$ cat config.mk
export PLATFORM = sky130hd
export DESIGN_NAME = tao_ctrl
export DESIGN_NICKNAME = d
export VERILOG_FILES = /design/src/sv/tao_pkg.sv /design/src/sv/tao_ctrl.sv
export SDC_FILE = /design/constraint.sdc
export NUM_CORES = 1
export LEC_CHECK = 0
export BUFFER_PORTS_ARGS = -buffer_cell sky130_fd_sc_hd__buf_2
export CAP_MARGIN = 15
export CORE_AREA = 2 2 39 41
export CTS_CLUSTER_DIAMETER = 60
export DETAILED_ROUTE_END_ITERATION = 12
export DIE_AREA = 0 0 41 43
export PLACE_DENSITY_LB_ADDON = 0.05
export SKIP_LAST_GASP = 1
export SLEW_MARGIN = 25
export SYNTH_ARGS = -nofsm -noshare
export SYNTH_HDL_FRONTEND = slang
export SYNTH_SLANG_ARGS = --single-unit
export TNS_END_PERCENT = 20
$ cat constraint.sdc
create_clock -name clk -period 1.6 [get_ports clk]
set_input_delay 0.08 -clock clk [delete_from_list [all_inputs] [get_ports clk]]
set_output_delay 0.08 -clock clk [all_outputs]
set_load 0.05 [all_outputs]
$ cat src/sv/tao_pkg.sv
`timescale 1ns / 1ps
// ----------------------------------------------------------------------------
// tao_pkg
// Shared constants, codes and control types of the task order block.
// ----------------------------------------------------------------------------
package tao_pkg;

  localparam int MAX_TASKS = 64;
  localparam int IDX_W     = $clog2(MAX_TASKS);
  localparam int CNT_W     = IDX_W + 1;
  localparam int PRIO_W    = 32;
  localparam int TIME_W    = 48;
  localparam int EFF_W     = 32;
  localparam int ELAP_W    = EFF_W + IDX_W;
  localparam int WSUM_W    = ELAP_W + IDX_W;
  localparam int AVG_W     = 37;

  localparam logic [1:0] STRAT_PRIO  = 2'd0;
  localparam logic [1:0] STRAT_FIFO  = 2'd1;
  localparam logic [1:0] STRAT_LIFO  = 2'd2;
  localparam logic [1:0] STRAT_UNSUP = 2'd3;

  localparam logic [1:0] STAT_OK       = 2'd0;
  localparam logic [1:0] STAT_UNSUP    = 2'd1;
  localparam logic [1:0] STAT_OVERFLOW = 2'd2;

  typedef enum logic [2:0] {
    S_LOAD,
    S_SCAN,
    S_DIV_GO,
    S_DIV
  } tao_state_t;

  typedef struct packed {
    logic load;
    logic close;
    logic scan_start;
    logic commit;
    logic emit_mid;
    logic emit_last;
    logic emit_err;
    logic div_start;
    logic clear;
  } tao_cmd_t;

  typedef struct packed {
    logic scan_done;
    logic final_pos;
    logic div_done;
  } tao_stat_t;

endpackage

$ cat src/sv/tao_ctrl.sv
`timescale 1ns / 1ps
// ----------------------------------------------------------------------------
// tao_ctrl
// Sequencer: load, per-position scans, final division and result strobes.
// ----------------------------------------------------------------------------
module tao_ctrl
  import tao_pkg::*;
(
  input  logic       clk,
  input  logic       rst,
  input  logic       accept,
  input  logic       last_task,
  input  logic [1:0] strat,
  input  tao_stat_t  stat,
  output tao_cmd_t   cmd,
  output logic       busy
);

  tao_state_t state, state_next;

  always_ff @(posedge clk) begin
    if (rst) state <= S_LOAD;
    else     state <= state_next;
  end

  always_comb begin
    state_next = state;
    unique case (state)
      S_LOAD: begin
        if (accept && last_task && strat != STRAT_UNSUP) state_next = S_SCAN;
      end
      S_SCAN: begin
        if (stat.scan_done && stat.final_pos) state_next = S_DIV_GO;
      end
      S_DIV_GO: state_next = S_DIV;
      S_DIV: begin
        if (stat.div_done) state_next = S_LOAD;
      end
      default: state_next = S_LOAD;
    endcase
  end

  always_comb begin
    cmd  = '0;
    busy = 1'b1;
    unique case (state)
      S_LOAD: begin
        busy     = 1'b0;
        cmd.load = accept;
        if (accept && last_task) begin
          if (strat == STRAT_UNSUP) begin
            cmd.emit_err = 1'b1;
            cmd.clear    = 1'b1;
          end else begin
            cmd.close      = 1'b1;
            cmd.scan_start = 1'b1;
          end
        end
      end
      S_SCAN: begin
        if (stat.scan_done) begin
          cmd.commit = 1'b1;
          if (!stat.final_pos) begin
            cmd.emit_mid   = 1'b1;
            cmd.scan_start = 1'b1;
          end
        end
      end
      S_DIV_GO: cmd.div_start = 1'b1;
      S_DIV: begin
        if (stat.div_done) begin
          cmd.emit_last = 1'b1;
          cmd.clear     = 1'b1;
        end
      end
      default: cmd = '0;
    endcase
  end

endmodule

* Yosys cells after proc, flatten, opt, wreduce, memory -nomap -nowiden
Cells that the tools add are included.
Operators by class: eq/ne operators 8, reduce and logical (&&, ||, !) cells 5, mux-type cells 19
Operators by type and width (number):
- $mux 3 | 4
- $pmux 3 s4 | 1
- $mux 1 | 8
- $mux 2 | 4
- $ne 2x2->1 const B | 4
- $eq 3x2->1 const B | 2
- $pmux 1 s2 | 2
- $eq 3x1->1 const B | 1
- $logic_and 1x1->1 | 3
- $logic_not 3->1 | 1
- $reduce_and 3->1 | 1
- $eq 2x2->1 const B | 1
Word-level totals: bits of input ports 9, register bits after elaboration 3, output and inout port bits 10, logic and storage cells 33

* Longest topological paths before layout
Gate-level depths: netlist of run 1.
depth after elaboration 4, gate-level depth with buffers 6

* Worst setup path after synthesis of run 1
Ideal clock, no wire load.
kind flip-flop to output port, from register state[1], to output cmd[6] in the netlist's numbering, stages on the path, launching flop included 6, required time 1.520 ns, path slack -0.325 ns, buffers on the path 0, arrival 1.845 ns, cell sequence dfxtp_1 -> inv_1 -> ha_1 -> nand3_1 -> a21oi_1 -> or2_2
RTL lines:
- from (decl) | RTL line tao_ctrl.sv:19 | tao_state_t state, state_next;
- from (signal assigned) | RTL line tao_ctrl.sv:23 | else state <= state_next;
- to (decl) | RTL line tao_ctrl.sv:15 | output tao_cmd_t cmd,

==> out/results.tsv, run 1 <==
metric	value	unit
syn_to_final_growth	77.54	%
gp_congestion	0.7094	
status	finished, final reports clean	
critPathSlowestCell	dfxtp_2	
initial_core_util	16.91	%
fin_area	415.4	sq um
synthCells	33	
clk_pin_slew	0.03	ns
synth_area_leaders	ha_1, dfxtp_1, inv_1	
clock_skew	0.0008230	ns
cp-start-kind	register	
cts_tree	built	
path_class	reg -> out	
vias	301	
holdCritPathClass	in -> reg	
place_area	369.1	sq um
syn_nets	47	
grt_pass1_vias	277	
crit_fanout	4	
cellPowerDensity	1811	mW/mm^2
synth-seq-cells	2	
die_x	41	microns
antenna_found_initial	0	
first_pass_iters	2	
holdWs	0.04492	ns
ys_warn_count	0	
netlist_area	234.0	sq um
clockRootBuffer	clkbuf_4	
rsz0062_at_grt	true	
drc_errors	0	
rows	14	
clock-sinks	2	
hold_viol	0	
cp.arrival	1.46	ns
maxSlewHeadroom	76.04	%
core	0.001384	sq mm
diodes	0	
setup_viol	0	
top_regs	state x2	
grt_usage	8.108	%
p_sw	0.4179	mW
largest_reg_flops	2	
sw_frac_of_total	55.53	%
p_int	0.3346	mW
num-fill-cells	159	
wire_per_inst	9.521	microns
io_buffers	18	
synth_top_cell_by_area	ha_1	
hpwl	556.7	microns
antenna_left	0	
p_comb_share	73.6	%
cts_setup_buffers	0	
yosysUniqueCellTypes	15	
multi_input_area	200.2	sq um
wl	676	microns
setup_slack	0.06092	ns
top_register	state	
pwr-share-clk	14.3	%
cts_resized	3	
drt_iter0_drc	1	
required	1.52	ns
die_area	0.001763	sq mm
crit_chain	inv_1 > ha_1 > nand3_2 > a21oi_2 > or2_2 > buf_6	
fin_crit_sh	96.19	%
grt_pass1_wl	959	microns
yosysSeqAreaShare	17.11	%
insertion_delay	0.22	ns
tightest_slew	0.3578	ns
h-tree-depth	1	
num-nets-final	71	
cp-end-kind	output pin	
cp_slowest_stage_delay	0.34	ns
seq_power_share	12.1	%
io_pins	19	
synth.avg_cell_area	7.090	sq um
cts_buffers	3	
leakagePower	0.2221	nW
fmax	649.7	MHz
cap_violations	0	
seqCellArea	42.54	sq um
die_y	43	microns
drt-vias-per-instance	4.239	
drv_slew	0	
overflow	0	
grt_max_degree	5	
peakVddDrop	666.5	uV
clockBufferDepth	2	
pre_cts_ws	0.01744	ns
drive_above_1_share	61.82	%
hold_buffers	0	
setup_tns	0	ns
synth_top_area_share	26.74	%
fin_crit	1.539	ns
[cells in the mapped netlist]
cell and n:
nor2_1 4, nand2_1 3, o21a_1 1, or4_1 1, o21ai_0 2, a31oi_1 1, nand3_1 1, ha_1 5
or2_2 1, dfxtp_1 2, a21oi_1 2, inv_1 6, and2_1 2, a22o_1 1, o41ai_1 1
[cell families after synthesis]
kind of cell	count (synthesis)	synth area share, %
AO/OA/AOI/OAI	8	21.93
adder cells (fa/ha/maj)	5	26.74
buffers and inverters	6	9.625
flip-flops	2	17.11
AND/OR/NAND/NOR	12	24.60
[placed cells by master (no fill, tap or decap)]
cell type,n
a21oi_2,2
a22o_1,1
a31oi_1,1
and2_1,2
buf_2,17
buf_4,1
buf_6,1
clkbuf_4,3
clkinvlp_4,1
dfxtp_2,2
ha_1,4
ha_2,1
inv_1,4
inv_2,1
nand2_1,3
nand3_2,1
nor2_1,2
nor2_2,1
nor2_4,1
o21a_1,1
o21ai_0,2
o41ai_1,1
or2_2,1
or4_4,1
[layout make-up]
type / instances / share of cell area, %
Clock buffer: 3 / 5.422
Tap cell: 16 / 4.819
Inverter: 6 / 6.325
Multi-Input combinational cell: 25 / 48.19
Sequential cell: 2 / 10.24
Timing Repair Buffer: 19 / 25.00
[metal layers]
metal	vias to the layer above	share of wire (%)	track usage, %
met3	0	6.2	3.665
met1	138	39	7.643
met5	-	0	0
met2	7	55	12.81
li1	156	-	-
met4	0	0	6.000
[worst paths after layout]
kind | slack [ns] | endpoint | cells after the start | startpoint
setup / recovery | 0.06 | cmd[6] | 6 | state[0]
setup reg to reg | 0.08 | state[0] | 4 | state[0]
hold / removal | 0.04 | state[0] | 2 | rst
hold reg to reg | 0.52 | state[0] | 2 | state[0]
[power by group through the flow]
stage / combinational [mW] / clock, mW / sequential [mW]
after floorplan: 0.395 / 0 / 0.0823
after global placement: 0.509 / 0 / 0.0861
after detailed placement: 0.509 / 0 / 0.0868
after CTS: 0.522 / 0.115 / 0.0890
after global routing: 0.595 / 0.120 / 0.0939
final: 0.553 / 0.108 / 0.0913
[worst max-delay path, delay by kind of cell, from the launching register on]
| family | cells | cell delay [ns] |
|---|---|---|
| buf+inv | 2 | 0.24 |
| fa+ha+maj | 1 | 0.21 |
| flops | 1 | 0.34 |
| compound gates | 1 | 0.04 |
| simple gates | 2 | 0.41 |
[per-stage QoR]
step,power [mW],cells,util (%)
finish,0.7524,71,30.02
CTS,0.7263,71,28.93
global route,0.8088,71,30.02
global placement,0.5950,68,26.67
floorplan,0.4772,33,-
detailed placement,0.5958,68,26.67
(Power assumes the default switching activity.)
==> inputs of run 2 (changes only) <==
==> constraint.sdc (replaced) <==
create_clock -name clk -period 1.5 [get_ports clk]
set_input_delay 0.075 -clock clk [delete_from_list [all_inputs] [get_ports clk]]
set_output_delay 0.075 -clock clk [all_outputs]
set_load 0.05 [all_outputs]
==> out/results.tsv, run 2 (synthesis results as in run 1) <==
metric	value	unit
cp-endpoint	cmd[6]	
multi_input_area	242.7	sq um
clockBufferDepth	2	
wl	732	microns
diodes	0	
crit-reg2reg-launch	state[1]	
antenna_found_initial	0	
gp_congestion	0.7246	
clockRootBuffer	clkbuf_4	
grt_pass1_wl	1.090	mm
final_common_cell	buf_2	
cp-start-kind	register	
utilization	36.53	%
worst-r2r-cell-count	5	
rsz0062_at_grt	true	
vias	311	
cp_slowest_stage_delay	0.37	ns
first_pass_iters	2	
overflow	0	
drive_above_1_share	70.69	%
insertion_delay	0.22	ns
die_y	43	microns
setup_tns	0	ns
critPathSlowestCell	dfxtp_4	
status	finished, final reports clean	
antenna_left	0	
holdCritPathClass	in -> reg	
grt_pass1_vias	308	
io_buffers	18	
holdWs	0.03377	ns
syn_to_final_growth	116.0	%
top_register	state	
cp.arrival	1.42	ns
fin_crit	1.494	ns
cp-end-kind	output pin	
drc_errors	0	
cts_tree	built	
power	0.8813	mW
hold_viol	0	
top_regs	state x2	
num-nets-final	74	
clock_skew	0.0003353	ns
peakVddDrop	645.6	uV
initial_core_util	16.91	%
rows	14	
fmax	669.6	MHz
drv_slew	0	
wire_per_inst	9.892	microns
final_cell_mix	buf_2, nand2_1, inv_1, clkbuf_4, buf_4	
core	0.001384	sq mm
drt_iter0_drc	6	
num-fill-cells	158	
crit_start	state[0]	
die_area	0.001763	sq mm
drt-vias-per-instance	4.203	
cts_buffers	3	
grt_usage	9.400	%
maxSlewHeadroom	84.53	%
path_class	reg -> out	
grt_max_degree	5	
cap_violations	0	
clk_pin_slew	0.03	ns
io_pins	19	
crit_chain	inv_2 > ha_2 > nand3_4 > a21oi_4 > or2_2 > buf_8	
setup_slack	0.006499	ns
leakagePower	0.2418	nW
required	1.42	ns
pre_cts_ws	-0.05402	ns
seqCellArea	47.55	sq um
h-tree-depth	1	
die_x	41	microns
hpwl	612.2	microns
tightest_slew	0.2290	ns
crit_fanout	4	
rrSetupSlack	0.02	ns
fin_crit_sh	99.57	%
clock-sinks	2	
largest_reg_flops	2	
setup_viol	0	
cellPowerDensity	1743	mW/mm^2
regToRegEndpoint	state[0]	
-- run 2: cell count changes in the layout (fill, tap and decap cells not counted), sizes merged --
cell / before / now
buf: 19 / 22
-- run 2: power by group --
group / internal, mW / switching, mW / leakage [nW]
Combinational: 0.228 / 0.413 / 0.210
Clock: 0.0881 / 0.0289 / 0.0138
Sequential: 0.0848 / 0.0383 / 0.0178
Total: 0.401 / 0.481 / 0.242
-- run 2: metal layers --
metal  track usage (%)  share of wire, %
met1             8.254                36
met2             16.25                57
met4             8.000                 0
met5                 0                 0
met3             2.094               6.8
-- run 2: how the worst min path moves through the flow --
stage	startpoint	endpoint	slack, ns	cells past startpoint
after floorplan	rst	state[0]	0.14	1
after global placement	rst	state[0]	0.27	2
after detailed placement	rst	state[0]	0.27	2
after CTS	rst	state[0]	0.03	2
after global routing	rst	state[0]	0.03	2
final	rst	state[0]	0.03	2
-- run 2: timing repair --
| item | in CTS | in global routing |
|---|---|---|
| hold buffers | 0 | 0 |
| resized for setup | 14 | 7 |
| endpoints found under the hold margin | 0 | 0 |
| setup endpoints to repair | 4 | 4 |
| pin swaps | 2 | 4 |
| setup buffers | 0 | 1 |
-- run 2: per-stage QoR --
stage	instance area, sq um	std cells
floorplan	269.0	33
global placement	401.6	70
detailed placement	401.6	70
CTS	460.4	73
global route	505.5	74
finish	505.5	74
-- run 2: worst max-delay path: cells and delay by family (launching register included) --
kind	cells	cell delay (ns)
and+or+nand+nor	2	0.38
adders and majority gates	1	0.19
AOI/OAI and AO/OA	1	0.03
DFF	1	0.37
buffers and inverters	2	0.22
-- run 2: area by class of cell --
type                            count  area share (%)
Sequential cell                     2           9.406
Inverter                            6           5.693
Clock buffer                        3           4.455
Multi-Input combinational cell     25           48.02
Timing Repair Buffer               22           28.47
Tap cell                           16           3.960
